[config.mk]
export PLATFORM = sky130hd
export DESIGN_NAME = http_chunk_frame_checker_core_flat
export DESIGN_NICKNAME = d
export VERILOG_FILES = /design/src/sv/hccf_pkg.sv /design/src/sv/hccf_in_if.sv /design/src/sv/hccf_out_if.sv /design/src/sv/http_chunk_frame_checker_core.sv /design/src/sv/hccf_step.sv /design/src/flat_wrapper.sv
export SDC_FILE = /design/constraint.sdc
export NUM_CORES = 1
export LEC_CHECK = 0
export BUFFER_PORTS_ARGS = -buffer_cell sky130_fd_sc_hd__buf_4
export CORE_MARGIN = 3
export CORE_UTILIZATION = 60
export CTS_CLUSTER_DIAMETER = 60
export DETAILED_ROUTE_END_ITERATION = 8
export GPL_TIMING_DRIVEN = 1
export PLACE_DENSITY = 0.77
export SLEW_MARGIN = 0
export SYNTH_ARGS = -nofsm -noshare
export SYNTH_HDL_FRONTEND = slang
export SYNTH_HIERARCHICAL = 1
export SYNTH_SLANG_ARGS = --single-unit
[constraint.sdc]
create_clock -name clk_i -period 4.4 [get_ports clk_i]
set_clock_uncertainty 0.15 [all_clocks]
set_input_delay 0.66 -clock clk_i [delete_from_list [all_inputs] [get_ports clk_i]]
set_output_delay 0.66 -clock clk_i [all_outputs]
set_load 0.01 [all_outputs]
[src/sv/hccf_pkg.sv]
package hccf_pkg;

  localparam logic [7:0] CH_CR = 8'h0D;
  localparam logic [7:0] CH_LF = 8'h0A;

  localparam logic [4:0] MAX_DIGITS_RESET = 5'd16;

  typedef enum logic [5:0] {
    PH_LINE     = 6'b000001,
    PH_PAYLOAD  = 6'b000010,
    PH_TRAIL_CR = 6'b000100,
    PH_TRAIL_LF = 6'b001000,
    PH_DONE     = 6'b010000,
    PH_SINK     = 6'b100000
  } phase_e;

  typedef enum logic [1:0] {
    ST_OK       = 2'd0,
    ST_BAD_LINE = 2'd1,
    ST_BAD_HEX  = 2'd2,
    ST_SIZE     = 2'd3
  } status_e;

  // frame control state carried between the register bank and the step logic
  typedef struct packed {
    phase_e  phase;
    logic    cr_pending;
    logic    hex_bad;
    status_e err;
  } ctl_t;

  typedef struct packed {
    logic       payload_valid;
    logic [7:0] payload_byte;
    logic       payload_last;
    logic       frame_done;
    status_e    status;
  } result_t;

  // {digit ok, nibble}
  function automatic logic [4:0] hex_decode(input logic [7:0] b);
    logic [4:0] r;
    r = 5'd0;
    if (b >= 8'h30 && b <= 8'h39) begin
      r = {1'b1, b[3:0]};
    end else if ((b >= 8'h61 && b <= 8'h66) || (b >= 8'h41 && b <= 8'h46)) begin
      r = {1'b1, b[3:0] + 4'd9};
    end
    return r;
  endfunction

endpackage

[src/sv/hccf_in_if.sv]
interface hccf_in_if;
  logic       valid;
  logic       ready;
  logic [7:0] in_byte;
  logic       frame_last;

  modport source (output valid, in_byte, frame_last, input ready);
  modport sink (input valid, in_byte, frame_last, output ready);
endinterface

[src/sv/hccf_out_if.sv]
interface hccf_out_if;
  logic       valid;
  logic       ready;
  logic       payload_valid;
  logic [7:0] payload_byte;
  logic       payload_last;
  logic       frame_done;
  logic [1:0] status;

  modport source (output valid, payload_valid, payload_byte, payload_last, frame_done,
                  status, input ready);
  modport sink (input valid, payload_valid, payload_byte, payload_last, frame_done,
                status, output ready);
endinterface

[src/sv/http_chunk_frame_checker_core.sv]
// Channel  | Dir | Carries
// in_i     | in  | in_byte, frame_last
// out_o    | out | payload_valid, payload_byte, payload_last, frame_done, status
// cfg      | in  | max_line_digits (cfg_we_i, cfg_wdata_i)
//
// One byte per clock sustained while out_o is ready (input register, result register).
// Frame state is updated by the step logic as a byte moves from input to result register.
// Reset returns the frame state to the length line and the limit to 16.
// A stall on out_o holds the result; in_i keeps taking bytes until the input register fills.
module http_chunk_frame_checker_core #(
  parameter int LENGTH_BITS     = 64,
  parameter int LINE_COUNT_BITS = 5
) (
  input  logic       clk_i,
  input  logic       rst_ni,
  input  logic       cfg_we_i,
  input  logic [4:0] cfg_wdata_i,
  hccf_in_if.sink    in_i,
  hccf_out_if.source out_o
);
  import hccf_pkg::*;

  logic [4:0]                 max_digits_q;
  logic                       s0_valid_q;
  logic [7:0]                 s0_byte_q;
  logic                       s0_last_q;
  logic                       out_valid_q;
  result_t                    res_q;
  result_t                    res_d;
  ctl_t                       ctl_q;
  ctl_t                       ctl_d;
  logic [LINE_COUNT_BITS-1:0] line_count_q;
  logic [LINE_COUNT_BITS-1:0] line_count_d;
  logic [LENGTH_BITS-1:0]     decl_q;
  logic [LENGTH_BITS-1:0]     decl_d;
  logic [LENGTH_BITS-1:0]     rem_q;
  logic [LENGTH_BITS-1:0]     rem_d;
  logic                       in_xfer;
  logic                       out_free;
  logic                       adv;

  assign out_free = !out_valid_q || out_o.ready;
  assign adv      = s0_valid_q && out_free;
  assign in_i.ready = !s0_valid_q || out_free;
  assign in_xfer  = in_i.valid && in_i.ready;

  hccf_step #(
    .LENGTH_BITS    (LENGTH_BITS),
    .LINE_COUNT_BITS(LINE_COUNT_BITS)
  ) u_step (
    .ctl_i        (ctl_q),
    .line_count_i (line_count_q),
    .decl_i       (decl_q),
    .rem_i        (rem_q),
    .max_digits_i (max_digits_q),
    .byte_i       (s0_byte_q),
    .frame_last_i (s0_last_q),
    .ctl_o        (ctl_d),
    .line_count_o (line_count_d),
    .decl_o       (decl_d),
    .rem_o        (rem_d),
    .res_o        (res_d)
  );

  always_ff @(posedge clk_i or negedge rst_ni) begin
    if (!rst_ni) begin
      max_digits_q <= MAX_DIGITS_RESET;
    end else if (cfg_we_i) begin
      max_digits_q <= cfg_wdata_i;
    end
  end

  always_ff @(posedge clk_i or negedge rst_ni) begin
    if (!rst_ni) begin
      s0_valid_q  <= 1'b0;
      out_valid_q <= 1'b0;
    end else begin
      if (in_xfer) begin
        s0_valid_q <= 1'b1;
      end else if (adv) begin
        s0_valid_q <= 1'b0;
      end
      if (out_free) begin
        out_valid_q <= s0_valid_q;
      end
    end
  end

  always_ff @(posedge clk_i) begin
    if (in_xfer) begin
      s0_byte_q <= in_i.in_byte;
      s0_last_q <= in_i.frame_last;
    end
    if (adv) begin
      res_q <= res_d;
    end
  end

  always_ff @(posedge clk_i or negedge rst_ni) begin
    if (!rst_ni) begin
      ctl_q        <= '{phase: PH_LINE, cr_pending: 1'b0, hex_bad: 1'b0, err: ST_OK};
      line_count_q <= '0;
      decl_q       <= '0;
      rem_q        <= '0;
    end else if (adv) begin
      ctl_q        <= ctl_d;
      line_count_q <= line_count_d;
      decl_q       <= decl_d;
      rem_q        <= rem_d;
    end
  end

  assign out_o.valid         = out_valid_q;
  assign out_o.payload_valid = res_q.payload_valid;
  assign out_o.payload_byte  = res_q.payload_byte;
  assign out_o.payload_last  = res_q.payload_last;
  assign out_o.frame_done    = res_q.frame_done;
  assign out_o.status        = res_q.status;

`ifndef SYNTH
  a_payload_has_bytes: assert property (@(posedge clk_i) disable iff (!rst_ni)
    ctl_q.phase == PH_PAYLOAD |-> rem_q != '0)
    else $error("payload phase with nothing remaining");

  a_frame_end_clears: assert property (@(posedge clk_i) disable iff (!rst_ni)
    adv && s0_last_q |=> ctl_q.phase == PH_LINE && line_count_q == '0 && decl_q == '0)
    else $error("frame state not cleared after final byte");

  a_status_only_at_end: assert property (@(posedge clk_i) disable iff (!rst_ni)
    out_valid_q && res_q.status != ST_OK |-> res_q.frame_done)
    else $error("status reported before frame end");
`endif

endmodule

[src/sv/hccf_step.sv]
module hccf_step #(
  parameter int LENGTH_BITS     = 64,
  parameter int LINE_COUNT_BITS = 5
) (
  input  hccf_pkg::ctl_t             ctl_i,
  input  logic [LINE_COUNT_BITS-1:0] line_count_i,
  input  logic [LENGTH_BITS-1:0]     decl_i,
  input  logic [LENGTH_BITS-1:0]     rem_i,
  input  logic [4:0]                 max_digits_i,
  input  logic [7:0]                 byte_i,
  input  logic                       frame_last_i,
  output hccf_pkg::ctl_t             ctl_o,
  output logic [LINE_COUNT_BITS-1:0] line_count_o,
  output logic [LENGTH_BITS-1:0]     decl_o,
  output logic [LENGTH_BITS-1:0]     rem_o,
  output hccf_pkg::result_t          res_o
);
  import hccf_pkg::*;

  localparam int CW = (LINE_COUNT_BITS > 5) ? LINE_COUNT_BITS : 5;
  localparam logic [CW-1:0] CountMax = CW'((1 << LINE_COUNT_BITS) - 1);

  logic [CW-1:0]              lim;
  logic [LINE_COUNT_BITS-1:0] cnt_p1;
  logic                       cnt_full;
  logic                       cnt_p1_full;
  logic [4:0]                 hexv;
  logic                       hex_ok;
  logic [LENGTH_BITS-1:0]     rem_m1;

  assign lim         = (CW'(max_digits_i) > CountMax) ? CountMax : CW'(max_digits_i);
  assign cnt_p1      = line_count_i + LINE_COUNT_BITS'(1);
  assign cnt_full    = CW'(line_count_i) >= lim;
  assign cnt_p1_full = CW'(cnt_p1) >= lim;
  assign hexv        = hex_decode(byte_i);
  assign hex_ok      = hexv[4] && (decl_i[LENGTH_BITS-1 -: 4] == 4'd0);
  assign rem_m1      = rem_i - LENGTH_BITS'(1);

  always_comb begin
    ctl_o        = ctl_i;
    line_count_o = line_count_i;
    decl_o       = decl_i;
    rem_o        = rem_i;
    res_o        = '0;
    res_o.frame_done = frame_last_i;

    case (ctl_i.phase)
      PH_LINE: begin
        if (ctl_i.cr_pending && byte_i == CH_LF) begin
          ctl_o.cr_pending = 1'b0;
          if (line_count_i == '0) begin
            ctl_o.phase = PH_SINK;
            ctl_o.err   = ST_BAD_LINE;
          end else if (ctl_i.hex_bad) begin
            ctl_o.phase = PH_SINK;
            ctl_o.err   = ST_BAD_HEX;
          end else begin
            rem_o       = decl_i;
            ctl_o.phase = (decl_i != '0) ? PH_PAYLOAD : PH_TRAIL_CR;
          end
        end else if (ctl_i.cr_pending) begin
          // lone CR counts as a non-hex line character
          ctl_o.cr_pending = 1'b0;
          if (cnt_full) begin
            ctl_o.phase = PH_SINK;
            ctl_o.err   = ST_BAD_LINE;
          end else begin
            line_count_o  = cnt_p1;
            ctl_o.hex_bad = 1'b1;
            if (byte_i == CH_CR) begin
              ctl_o.cr_pending = 1'b1;
            end else if (cnt_p1_full) begin
              ctl_o.phase = PH_SINK;
              ctl_o.err   = ST_BAD_LINE;
            end else begin
              line_count_o = cnt_p1 + LINE_COUNT_BITS'(1);
            end
          end
        end else begin
          if (byte_i == CH_CR) begin
            ctl_o.cr_pending = 1'b1;
          end else if (cnt_full) begin
            ctl_o.phase = PH_SINK;
            ctl_o.err   = ST_BAD_LINE;
          end else begin
            line_count_o = cnt_p1;
            if (!ctl_i.hex_bad) begin
              if (hex_ok) begin
                decl_o = {decl_i[LENGTH_BITS-5:0], hexv[3:0]};
              end else begin
                ctl_o.hex_bad = 1'b1;
              end
            end
          end
        end
      end
      PH_PAYLOAD: begin
        res_o.payload_valid = 1'b1;
        res_o.payload_byte  = byte_i;
        rem_o               = rem_m1;
        if (rem_m1 == '0) begin
          res_o.payload_last = 1'b1;
          ctl_o.phase        = PH_TRAIL_CR;
        end
      end
      PH_TRAIL_CR: begin
        if (byte_i == CH_CR) begin
          ctl_o.phase = PH_TRAIL_LF;
        end else begin
          ctl_o.phase = PH_SINK;
          ctl_o.err   = ST_SIZE;
        end
      end
      PH_TRAIL_LF: begin
        if (byte_i == CH_LF) begin
          ctl_o.phase = PH_DONE;
        end else begin
          ctl_o.phase = PH_SINK;
          ctl_o.err   = ST_SIZE;
        end
      end
      PH_DONE: begin
        ctl_o.phase = PH_SINK;
        ctl_o.err   = ST_SIZE;
      end
      default: begin
      end
    endcase

    if (frame_last_i) begin
      if (ctl_o.err != ST_OK) begin
        res_o.status = ctl_o.err;
      end else if (ctl_o.phase == PH_DONE) begin
        res_o.status = ST_OK;
      end else if (ctl_o.phase == PH_LINE) begin
        res_o.status = ST_BAD_LINE;
      end else begin
        res_o.status = ST_SIZE;
      end
      ctl_o.phase      = PH_LINE;
      ctl_o.cr_pending = 1'b0;
      ctl_o.hex_bad    = 1'b0;
      ctl_o.err        = ST_OK;
      line_count_o     = '0;
      decl_o           = '0;
      rem_o            = '0;
    end
  end

endmodule

[src/flat_wrapper.sv]
// flat-port wrapper written by rule: the top's interface ports become plain ports
module http_chunk_frame_checker_core_flat import hccf_pkg::*;
#(
  parameter int LENGTH_BITS     = 64,
  parameter int LINE_COUNT_BITS = 5
)
  (clk_i, rst_ni, cfg_we_i, cfg_wdata_i, in_i_valid, in_i_in_byte, in_i_frame_last, in_i_ready, out_o_valid, out_o_payload_valid, out_o_payload_byte, out_o_payload_last, out_o_frame_done, out_o_status, out_o_ready);
  hccf_in_if in_i_i ();
  hccf_out_if out_o_i ();
  input  logic clk_i;
  input  logic rst_ni;
  input  logic cfg_we_i;
  input  logic [4:0] cfg_wdata_i;
  input wire logic [$bits(in_i_i.valid)-1:0] in_i_valid;
  input wire logic [$bits(in_i_i.in_byte)-1:0] in_i_in_byte;
  input wire logic [$bits(in_i_i.frame_last)-1:0] in_i_frame_last;
  output wire logic [$bits(in_i_i.ready)-1:0] in_i_ready;
  output wire logic [$bits(out_o_i.valid)-1:0] out_o_valid;
  output wire logic [$bits(out_o_i.payload_valid)-1:0] out_o_payload_valid;
  output wire logic [$bits(out_o_i.payload_byte)-1:0] out_o_payload_byte;
  output wire logic [$bits(out_o_i.payload_last)-1:0] out_o_payload_last;
  output wire logic [$bits(out_o_i.frame_done)-1:0] out_o_frame_done;
  output wire logic [$bits(out_o_i.status)-1:0] out_o_status;
  input wire logic [$bits(out_o_i.ready)-1:0] out_o_ready;
  assign in_i_i.valid = in_i_valid;
  assign in_i_i.in_byte = in_i_in_byte;
  assign in_i_i.frame_last = in_i_frame_last;
  assign in_i_ready = in_i_i.ready;
  assign out_o_valid = out_o_i.valid;
  assign out_o_payload_valid = out_o_i.payload_valid;
  assign out_o_payload_byte = out_o_i.payload_byte;
  assign out_o_payload_last = out_o_i.payload_last;
  assign out_o_frame_done = out_o_i.frame_done;
  assign out_o_status = out_o_i.status;
  assign out_o_i.ready = out_o_ready;
  http_chunk_frame_checker_core #(.LENGTH_BITS(LENGTH_BITS), .LINE_COUNT_BITS(LINE_COUNT_BITS)) u_core (.clk_i(clk_i), .rst_ni(rst_ni), .cfg_we_i(cfg_we_i), .cfg_wdata_i(cfg_wdata_i), .in_i(in_i_i), .out_o(out_o_i));
endmodule
==> flow_summary.yaml, run 1 <==
outcome:
  outcome: "finished, final reports clean"
die:
  row_count: 51
  initial_core_util_pct: 61.9
  die_h_um: 149
  fp.dieW_um: 149
  io_pins: 34
  fp.dieArea_mm2: 0.0221
  coreArea_mm2: 0.0197
timing:
  slew_headroom_pct: 43.4
  fin_crit_ns: 3.95
  hold_violations: 0
  setup_viol: 0
  tightest_slew_ns: 0.849
  max_freq_ghz: 0.253
  rsz0062_at_grt: "false"
  min_period_over_period_pct: 89.8
  tns_ns: 0
  slew_viol_final: 0
  hold_slack_ns: 0.0944
cts:
  clock_latency_ns: 0.44
  htree_num_levels: 4
  root_buffer: "clkbuf_16"
  cts_buffers: 17
  cts_tree: "yes"
  cts_setup_buffers: 0
  cts.sinks: 172
  clk_pin_slew_ns: 0.07
  cts.path.max_buffers: 2
synthesis:
  synth_simple_gate_area_share_pct: 23.2
  synth_top_area_cell: "dfrtp_1"
  yosysTopAreaCellShare_pct: 30.3
  synth-compound-area-share_pct: 14.8
  synthArstFlopShare_pct: 87.2
  synth_fa_ha_area_share_pct: 2.05
  syn_avg_cell_area_um2: 9.20
  syn-num-nets: 1366
  synth_edf_count: 22
  syn_inst: 1327
  synthXorXnorAreaFrac_pct: 3.08
  synth_top_family_by_area: "simple AND/OR/NAND/NOR gates"
  yosys_register_bits: 172
  netlist_area_mm2: 0.0122
  yosysWarnings: 6
  yosysSeqAreaShare_pct: 36.2
  synth_common_cells: "nand2_1, dfrtp_1, a21oi_1"
  synth_area_leaders: "dfrtp_1, mux2_2, mux2_4"
  synth.most_common_cell: "nand2_1"
  ys_types: 87
  ys.flop_type: "dfrtp_1"
  synth_mux_area_share_pct: 15.7
global_routing:
  grt_max_degree: 99
  gr-usage-all-layers_pct: 31.9
  antenna_found_initial: 1
  grt.overflow.total: 0
  grt_pass1_wl_um: 56400
  grt_pass1_vias: 10100
routing:
  drt_pass1_iterations: 6
  wl_um: 34800
  drc: 0
  vias_per_cell: 6.69
  vias: 10700
  drt_iter0_markers: 1290
  detail_route.wl_per_cell_um: 21.8
  drtAntennaViolNets: 0
run:
  cap_violations: 0
setup_path:
  r2r-end: "u_core/ctl_q[5]$_DFFE_PN0P_"
  startpoint_type: "flop"
  r2r_slack_ns: 0.45
  r2r_cells: 11
  rr_startpoint: "u_core/rem_q[0]$_DFFE_PN0P_"
  end_kind: "flop"
  crit_fanout: 8
  setup.worst_path.start: "u_core/rem_q[0]$_DFFE_PN0P_"
  worstSetupPathType: "flop to flop"
  cp.arrival_ns: 4.12
  cp-endpoint: "u_core/ctl_q[5]$_DFFE_PN0P_"
  cp.required_ns: 4.56
power_and_ir_drop:
  seqPwrFrac_pct: 43.3
  vdd_drop_max_uv: 220
  power.density_mw_per_mm2: 306
  switching_share_pct: 30.4
  share_comb_of_total_power_pct: 19.4
  power_mw: 4.03
  p_sw_mw: 1.23
  clockPowerShare_pct: 37.4
  leakage_nw: 5.75
  internal-power_mw: 2.80
finish:
  area_growth_syn_to_layout_pct: 7.90
  num_antenna_cells: 0
  final_util_pct: 66.8
  nFillCells: 1589
  drive_above_1_share_pct: 21.7
  fin_nets: 1360
min_path:
  hold_class: "input port to async pin"
placement:
  portBuffers: 33
  globalplace.congestion: 0.990
  hpwlAfterDp_um: 23500
worst max-delay path: stages (launching register included):
cell	delay (ns)
dfrtp_1	0.47
inv_1	0.10
ha_1	0.25
nor3b_2	0.41
and3_1	0.34
nor3b_1	0.47
nand2_1	0.25
o31ai_2	0.38
nand4b_1	0.14
nor4_1	0.44
a311oi_1	0.15
mux2_4	0.29
registers in the layout, summed over array words and instances (netlist names):
signal and flops:
u_core/rem_q 64, u_core/s0_last_q 1, u_core/out_o.valid 1, u_core/out_o.frame_done 1
u_core/ctl_q 10, u_core/max_digits_q 5, u_core/out_o.payload_byte 8, u_core/out_o.status 2
u_core/line_count_q 5, u_core/out_o.payload_valid 1, u_core/out_o.payload_last 1, u_core/s0_valid_q 1
u_core/s0_byte_q 8, u_core/decl_q 64
repair_timing:
item,4_1_cts,5_1_grt
endpoints found under the setup margin,0,1
gates resized for setup,0,1
hold buffers,0,0
hold endpoints to repair,0,0
power by group through the flow:
stage	Sequential [mW]	Clock [mW]	Combinational (mW)
after floorplan	1.76	0	0.595
after detailed placement	1.77	0	0.766
after CTS	1.74	1.53	0.772
final	1.74	1.51	0.780
after global routing	1.75	1.60	0.851
after global placement	1.77	0	0.749
how the worst min path moves through the flow:
| stage | cells after the start | end |
|---|---|---|
| 2_1_floorplan | 0 | u_core/ctl_q[0]$_DFFE_PN0P_ |
| 3_3_place_gp | 1 | u_core/out_o.valid$_DFFE_PN0P_ |
| 3_5_place_dp | 1 | u_core/out_o.valid$_DFFE_PN0P_ |
| 4_1_cts | 1 | u_core/max_digits_q[2]$_DFFE_PN0P_ |
| 5_1_grt | 1 | u_core/max_digits_q[2]$_DFFE_PN0P_ |
| 6_report | 1 | u_core/max_digits_q[2]$_DFFE_PN0P_ |
cell families after synthesis:
family,count (synthesis)
AO/OA/AOI/OAI,281
XOR/XNOR,43
multiplexers,151
flip-flops,172
adder cells (fa/ha/maj),20
buffers and inverters,114
AND/OR/NAND/NOR,546
per-layer routing:
metal	GRT usage (%)	up-vias	wire, um
met5	0	-	7
met4	10.4	2	987
met3	6.19	77	2930
met2	49.1	471	16100
met1	45.6	5253	14800
li1	-	4890	-
final cells by class:
type	instances	area, um^2	share of cell area, %
clock inverter	12	103	0.779
sequential	172	4420	33.5
timing repair buffer	70	567	4.30
multi-input combinational	1041	7210	54.7
clock buffer	20	478	3.63
inverter	19	71.3	0.541
tap	265	332	2.52
placed cells by master, fill, tap and decap left out, types with 18 or more instances in the layout:
| cell type | count |
|---|---|
| clkbuf_16 | 18 |
| xnor2_1 | 27 |
| ha_1 | 20 |
| edfxtp_1 | 22 |
| o21ai_0 | 44 |
| nand4_1 | 24 |
| buf_4 | 66 |
| nor3_1 | 49 |
| nor4_1 | 43 |
| a221oi_1 | 24 |
| nor2_1 | 115 |
| mux2_2 | 89 |
| dfrtp_1 | 148 |
| nand2_1 | 180 |
| nand3_1 | 29 |
| inv_1 | 18 |
| mux2_4 | 59 |
| a21oi_1 | 121 |
metrics by stage:
step / area (um^2) / worst slack [ns] / instances
6_report: 13200 / 0.448 / 1599
5_1_grt: 13200 / 0.227 / 1599
4_1_cts: 13200 / 0.314 / 1599
3_5_place_dp: 12600 / 0.330 / 1567
3_3_place_gp: 12600 / 0.355 / 1567
2_1_floorplan: 12200 / 1.02 / 1327
(Power assumes the default switching activity.)
==> inputs of run 2 (changes only) <==
--- a/config.mk
+++ b/config.mk
@@ -6,12 +6,14 @@
 export NUM_CORES = 1
 export LEC_CHECK = 0
 export BUFFER_PORTS_ARGS = -buffer_cell sky130_fd_sc_hd__buf_4
+export CELL_PAD_IN_SITES_DETAIL_PLACEMENT = 1
+export CELL_PAD_IN_SITES_GLOBAL_PLACEMENT = 2
 export CORE_MARGIN = 3
-export CORE_UTILIZATION = 60
+export CORE_UTILIZATION = 41
 export CTS_CLUSTER_DIAMETER = 60
 export DETAILED_ROUTE_END_ITERATION = 8
 export GPL_TIMING_DRIVEN = 1
-export PLACE_DENSITY = 0.77
+export PLACE_DENSITY_LB_ADDON = 0.1
 export SLEW_MARGIN = 0
 export SYNTH_ARGS = -nofsm -noshare
 export SYNTH_HDL_FRONTEND = slang
==> run 2 against run 1 <==
First-iteration DRC count decreased by 30%; sequential power about the same; die area increased by 44%; final area increased by 1.4%; core utilization decreased by 21 points; final cell count increased by 7.7%; wire length increased by 19%; combinational power increased by 3.7%; global-route usage decreased by 5.5 points.
==> flow_summary.yaml, run 2 (synthesized netlist as in run 1, its figures left out) <==
outcome:
  outcome: "finished, final reports clean"
timing:
  rsz0062_at_grt: "false"
  slew_viol_final: 0
  setup_viol: 0
  slew_headroom_pct: 36.5
  tns_ns: 0
  tightest_slew_ns: 0.952
  max_freq_ghz: 0.246
  hold_violations: 0
  min_period_over_period_pct: 92.4
  fin_crit_ns: 4.07
  hold_slack_ns: 0.186
power_and_ir_drop:
  internal-power_mw: 2.86
  clockPowerShare_pct: 37.5
  p_sw_mw: 1.23
  power.density_mw_per_mm2: 306
  vdd_drop_max_uv: 288
  switching_share_pct: 30.1
  seqPwrFrac_pct: 42.8
  share_comb_of_total_power_pct: 19.8
  leakage_nw: 5.75
global_routing:
  gr-usage-all-layers_pct: 26.4
  grt_pass1_wl_um: 64900
  grt_max_degree: 95
  grt_pass1_vias: 10800
  antenna_found_initial: 0
  grt.overflow.total: 0
routing:
  drc: 0
  wirelength_met1_um: 19800
  drt_iter0_markers: 898
  wl_um: 41300
  drtAntennaViolNets: 0
  vias: 10600
  detail_route.wl_per_cell_um: 24.0
  routed.top_layer: "met4"
  vias_per_cell: 6.16
  drt_pass1_iterations: 8
  routed-wl-met2_um: 19200
  wl_met3_um: 1570
cts:
  clock_latency_ns: 0.45
  post_cts_resized: 0
  cts.path.max_buffers: 2
  hold_buffers: 0
  root_buffer: "clkbuf_16"
  clk_pin_slew_ns: 0.07
  cts_buffers: 17
  cts_tree: "yes"
  cts_setup_buffers: 0
  cts.sinks: 172
  htree_num_levels: 4
finish:
  num_antenna_cells: 0
  drive_above_1_share_pct: 21.7
  mostFrequentLayoutCells: "nand2_1, dfrtp_1, a21oi_1, nor2_1, mux2_2"
  largest_registers: "u_core/decl_q: 64 flops, u_core/rem_q: 64 flops, u_core/ctl_q: 10 flops"
  area_growth_syn_to_layout_pct: 9.45
  fin_nets: 1364
  final_common_cell: "nand2_1"
setup_path:
  cp.arrival_ns: 4.24
  cp.required_ns: 4.57
  end_kind: "flop"
  crit_fanout: 8
  startpoint_type: "flop"
  worstSetupPathType: "flop to flop"
die:
  fp.dieW_um: 179
  row_count: 62
  io_pins: 34
  fp.dieArea_mm2: 0.0319
  coreArea_mm2: 0.0290
  die_h_um: 179
  initial_core_util_pct: 42.1
placement:
  globalplace.congestion: 0.919
  portBuffers: 33
  hpwlAfterDp_um: 27800
run:
  cap_violations: 0
min_path:
  hold_class: "input port to async pin"
==> run 2: cell types whose count changed in the layout (fill, tap and decap cells not counted), moves of 2 or more <==
cell,before,now
buf_4,66,69
clkbuf_1,0,3
clkinvlp_4,0,3
inv_6,4,0
inv_8,2,0
==> run 2: metrics by stage <==
stage	instance area (um^2)	power [mW]	utilization [%]	setup slack (ns)	std cells
finish	13400	4.09	46.1	0.335	1722
global placement	12800	2.58	44.1	0.323	1690
detailed placement	12800	2.59	44.1	0.203	1690
floorplan	12200	2.35	-	1.02	1327
CTS	13400	4.13	46.0	0.161	1722
global route	13400	4.32	46.1	0.0481	1722
==> run 2: power groups by stage <==
stage                     sequential, mW  clock (mW)  combinational [mW]
final                               1.75        1.53               0.809
after global routing                1.76        1.65               0.905
after CTS                           1.75        1.57               0.815
after detailed placement            1.78           0               0.809
after global placement              1.78           0               0.803
after floorplan                     1.76           0               0.595
==> run 2: routing by layer <==
metal	global-route usage, %	up-vias
li1	-	4880
met1	37.5	5478
met2	42.0	210
met3	3.81	35
met4	7.37	0
met5	0	-
==> run 2: worst paths after layout <==
path | endpoint | slack [ns] | from | cells after the start
worst max-delay path | u_core/ctl_q[5]$_DFFE_PN0P_ | 0.33 | u_core/rem_q[0]$_DFFE_PN0P_ | 11
max in group asynchronous | u_core/decl_q[26]$_DFFE_PN0P_ | 3.02 | rst_ni | 2
worst min register to register | u_core/out_o.valid$_DFFE_PN0P_ | 0.35 | u_core/s0_valid_q$_DFFE_PN0P_ | 1
worst max register to register | u_core/ctl_q[5]$_DFFE_PN0P_ | 0.33 | u_core/rem_q[0]$_DFFE_PN0P_ | 11
min in group clk_i | u_core/s0_byte_q[3]$_DFFE_PP_ | 0.23 | in_i_in_byte[3] | 1
worst min-delay path | u_core/max_digits_q[0]$_DFFE_PN0P_ | 0.19 | rst_ni | 1
==> run 2: critical path, stage by stage, from the launching register on <==
cell	delay, ns
dfrtp_1	0.46
inv_1	0.09
ha_1	0.24
nor3b_2	0.40
and3_1	0.31
nor3b_1	0.50
nand2_1	0.27
o31ai_2	0.32
nand4b_1	0.15
nor4_1	0.59
a311oi_1	0.18
mux2_4	0.28
==> run 2: final cells by class <==
type | instances | area, um^2
Sequential cell | 172 | 4420
Clock buffer | 23 | 489
Fill cell | 3385 | 15600
Multi-Input combinational cell | 1041 | 7210
Tap cell | 384 | 480
Clock inverter | 9 | 88.8
Timing Repair Buffer | 74 | 609
Inverter | 19 | 71.3
==> inputs of run 3 (changes only) <==
--- a/config.mk
+++ b/config.mk
@@ -5,13 +5,13 @@
 export SDC_FILE = /design/constraint.sdc
 export NUM_CORES = 1
 export LEC_CHECK = 0
-export BUFFER_PORTS_ARGS = -buffer_cell sky130_fd_sc_hd__buf_4
 export CELL_PAD_IN_SITES_DETAIL_PLACEMENT = 1
 export CELL_PAD_IN_SITES_GLOBAL_PLACEMENT = 2
 export CORE_MARGIN = 3
-export CORE_UTILIZATION = 41
+export CORE_UTILIZATION = 42
 export CTS_CLUSTER_DIAMETER = 60
 export DETAILED_ROUTE_END_ITERATION = 8
+export DONT_BUFFER_PORTS = 1
 export GPL_TIMING_DRIVEN = 1
 export PLACE_DENSITY_LB_ADDON = 0.1
 export SLEW_MARGIN = 0
==> run 3 against run 2 <==
The flow now finishes with violations (hold timing); hold slack got worse by 0.21 ns; wire length fell by 0.64%; total power rose by 1.3%; sequential share of layout area rose by 0.53 points; via count fell by 1.1%; count of clock-buffer cells in the layout fell by 6; clock power rose by 5%; critical path type unchanged.
==> flow_summary.yaml, run 3 (synthesized netlist as in run 1, its figures left out) <==
setup_path:
  r2r_slack_ns: 0.49
  rr_startpoint: "u_core/rem_q[0]$_DFFE_PN0P_"
  worstSetupPathType: "flop to flop"
  cp.required_ns: 4.59
  r2r_cells: 12
  cp.arrival_ns: 4.10
  r2r-end: "u_core/ctl_q[5]$_DFFE_PN0P_"
  end_kind: "flop"
  startpoint_type: "flop"
  crit_fanout: 8
cts:
  cts.sinks: 172
  cts_tree: "yes"
  cts_setup_buffers: 0
  cts_buffers: 17
  cts.path.max_buffers: 2
  clock_latency_ns: 0.45
  root_buffer: "clkbuf_16"
  htree_num_levels: 4
  clk_pin_slew_ns: 0.08
finish:
  area_growth_syn_to_layout_pct: 7.74
  fin_nets: 1329
  final-seq-area_mm2: 0.00442
  nFillCells: 3251
  largest_registers: "u_core/decl_q: 64 flops, u_core/rem_q: 64 flops, u_core/ctl_q: 10 flops"
  final_common_cell: "nand2_1"
  mostFrequentLayoutCells: "nand2_1, dfrtp_1, a21oi_1, nor2_1, mux2_2"
  multi_input_area_mm2: 0.00721
  final_util_pct: 46.6
  drive_above_1_share_pct: 19.8
  num_antenna_cells: 0
die:
  fp.dieW_um: 177
  initial_core_util_pct: 43.2
  fp.dieArea_mm2: 0.0312
  die_h_um: 177
  io_pins: 34
  row_count: 61
  coreArea_mm2: 0.0282
run:
  cap_violations: 0
routing:
  wl_um: 41000
  drt_pass1_iterations: 5
  drc: 0
  drt_iter0_markers: 890
  vias: 10500
  detail_route.wl_per_cell_um: 24.4
  vias_per_cell: 6.24
  drtAntennaViolNets: 0
global_routing:
  gr-usage-all-layers_pct: 26.8
  grt_max_degree: 151
  grt_pass1_wl_um: 65600
  antenna_found_initial: 0
  grt_pass1_vias: 10800
  grt.overflow.total: 0
timing:
  slew_headroom_pct: 38.4
  tightest_slew_ns: 0.925
  hold_slack_ns: -0.0237
  slew_viol_final: 0
  max_freq_ghz: 0.255
  setup_viol: 0
  fin_crit_ns: 3.91
  min_period_over_period_pct: 89.0
  rsz0062_at_grt: "false"
  hold_violations: 4
  tns_ns: 0
outcome:
  failed_checks: "hold timing"
  outcome: "finished with violations"
placement:
  portBuffers: 0
  hpwlAfterDp_um: 27400
  globalplace.congestion: 0.913
power_and_ir_drop:
  leakage_nw: 5.61
  vdd_drop_max_uv: 180
  power.density_mw_per_mm2: 315
min_path:
  hold_class: "input port to async pin"
run 3: cell types whose count changed in the layout (fill, tap and decap cells not counted), sizes merged:
cell and change:
inv +6, clkinv -1, bufinv +1, buf -35, clkbuf -6
run 3: metal layers:
metal  up-vias  global-route usage, %  wire, um
li1       4825                      -         -
met1      5397                   37.9     19200
met2       218                   42.6     19200
met3        48                   4.62      1880
met4         0                   7.33       812
met5         -                      0         0
run 3: power by group:
| group | switching, mW | total (mW) | leakage, nW | internal, mW |
|---|---|---|---|---|
| logic | 0.461 | 0.782 | 3.05 | 0.321 |
| clock network | 0.756 | 1.60 | 0.280 | 0.847 |
| registers | 0.0837 | 1.76 | 2.28 | 1.67 |
run 3: critical path: stages, from the launching register on:
cell      delay (ns)
dfrtp_1         0.47
inv_1           0.09
ha_1            0.25
nor4b_2         0.27
buf_4           0.20
nand3_1         0.07
or4_1           0.67
and4bb_1        0.39
xnor2_1         0.25
nand3b_1        0.14
nor4_1          0.38
a311oi_1        0.16
mux2_4          0.29
run 3: final cells by class:
type / count / area share [%]
Sequential cell: 172 / 33.6
Timing Repair Buffer: 39 / 3.04
Clock buffer: 17 / 3.23
Inverter: 19 / 0.542
Tap cell: 378 / 3.60
Clock inverter: 15 / 1.22
Multi-Input combinational cell: 1041 / 54.8
run 3: worst max-delay path by stage:
stage	from	to	slack, ns	cells after the start
after floorplan	u_core/rem_q[7]$_DFFE_PN0P_	u_core/ctl_q[5]$_DFFE_PN0P_	1.02	11
after global placement	u_core/rem_q[0]$_DFFE_PN0P_	u_core/ctl_q[5]$_DFFE_PN0P_	0.35	11
after detailed placement	u_core/rem_q[0]$_DFFE_PN0P_	u_core/ctl_q[5]$_DFFE_PN0P_	0.39	11
after CTS	u_core/rem_q[0]$_DFFE_PN0P_	u_core/ctl_q[5]$_DFFE_PN0P_	0.32	11
after global routing	u_core/rem_q[0]$_DFFE_PN0P_	u_core/ctl_q[5]$_DFFE_PN0P_	0.22	11
final	u_core/rem_q[0]$_DFFE_PN0P_	u_core/ctl_q[5]$_DFFE_PN0P_	0.49	12
run 3: repair_timing:
| item | in CTS | in global routing |
|---|---|---|
| gates resized for setup | 0 | 1 |
| endpoints found under the setup margin | 0 | 1 |
| endpoints found under the hold margin | 150 | 0 |
| hold buffers | 1 | 0 |
run 3: metrics by stage:
step,worst slack (ns),hold slack (ns),cell area [um^2],total power [mW],cells
finish,0.486,-0.0237,13200,4.14,1681
global route,0.220,0.0744,13200,4.33,1681
CTS,0.323,0.118,13200,4.18,1681
detailed placement,0.392,0.219,12500,2.54,1648
global placement,0.352,0.218,12500,2.52,1648
floorplan,1.02,0.214,12200,2.35,1327
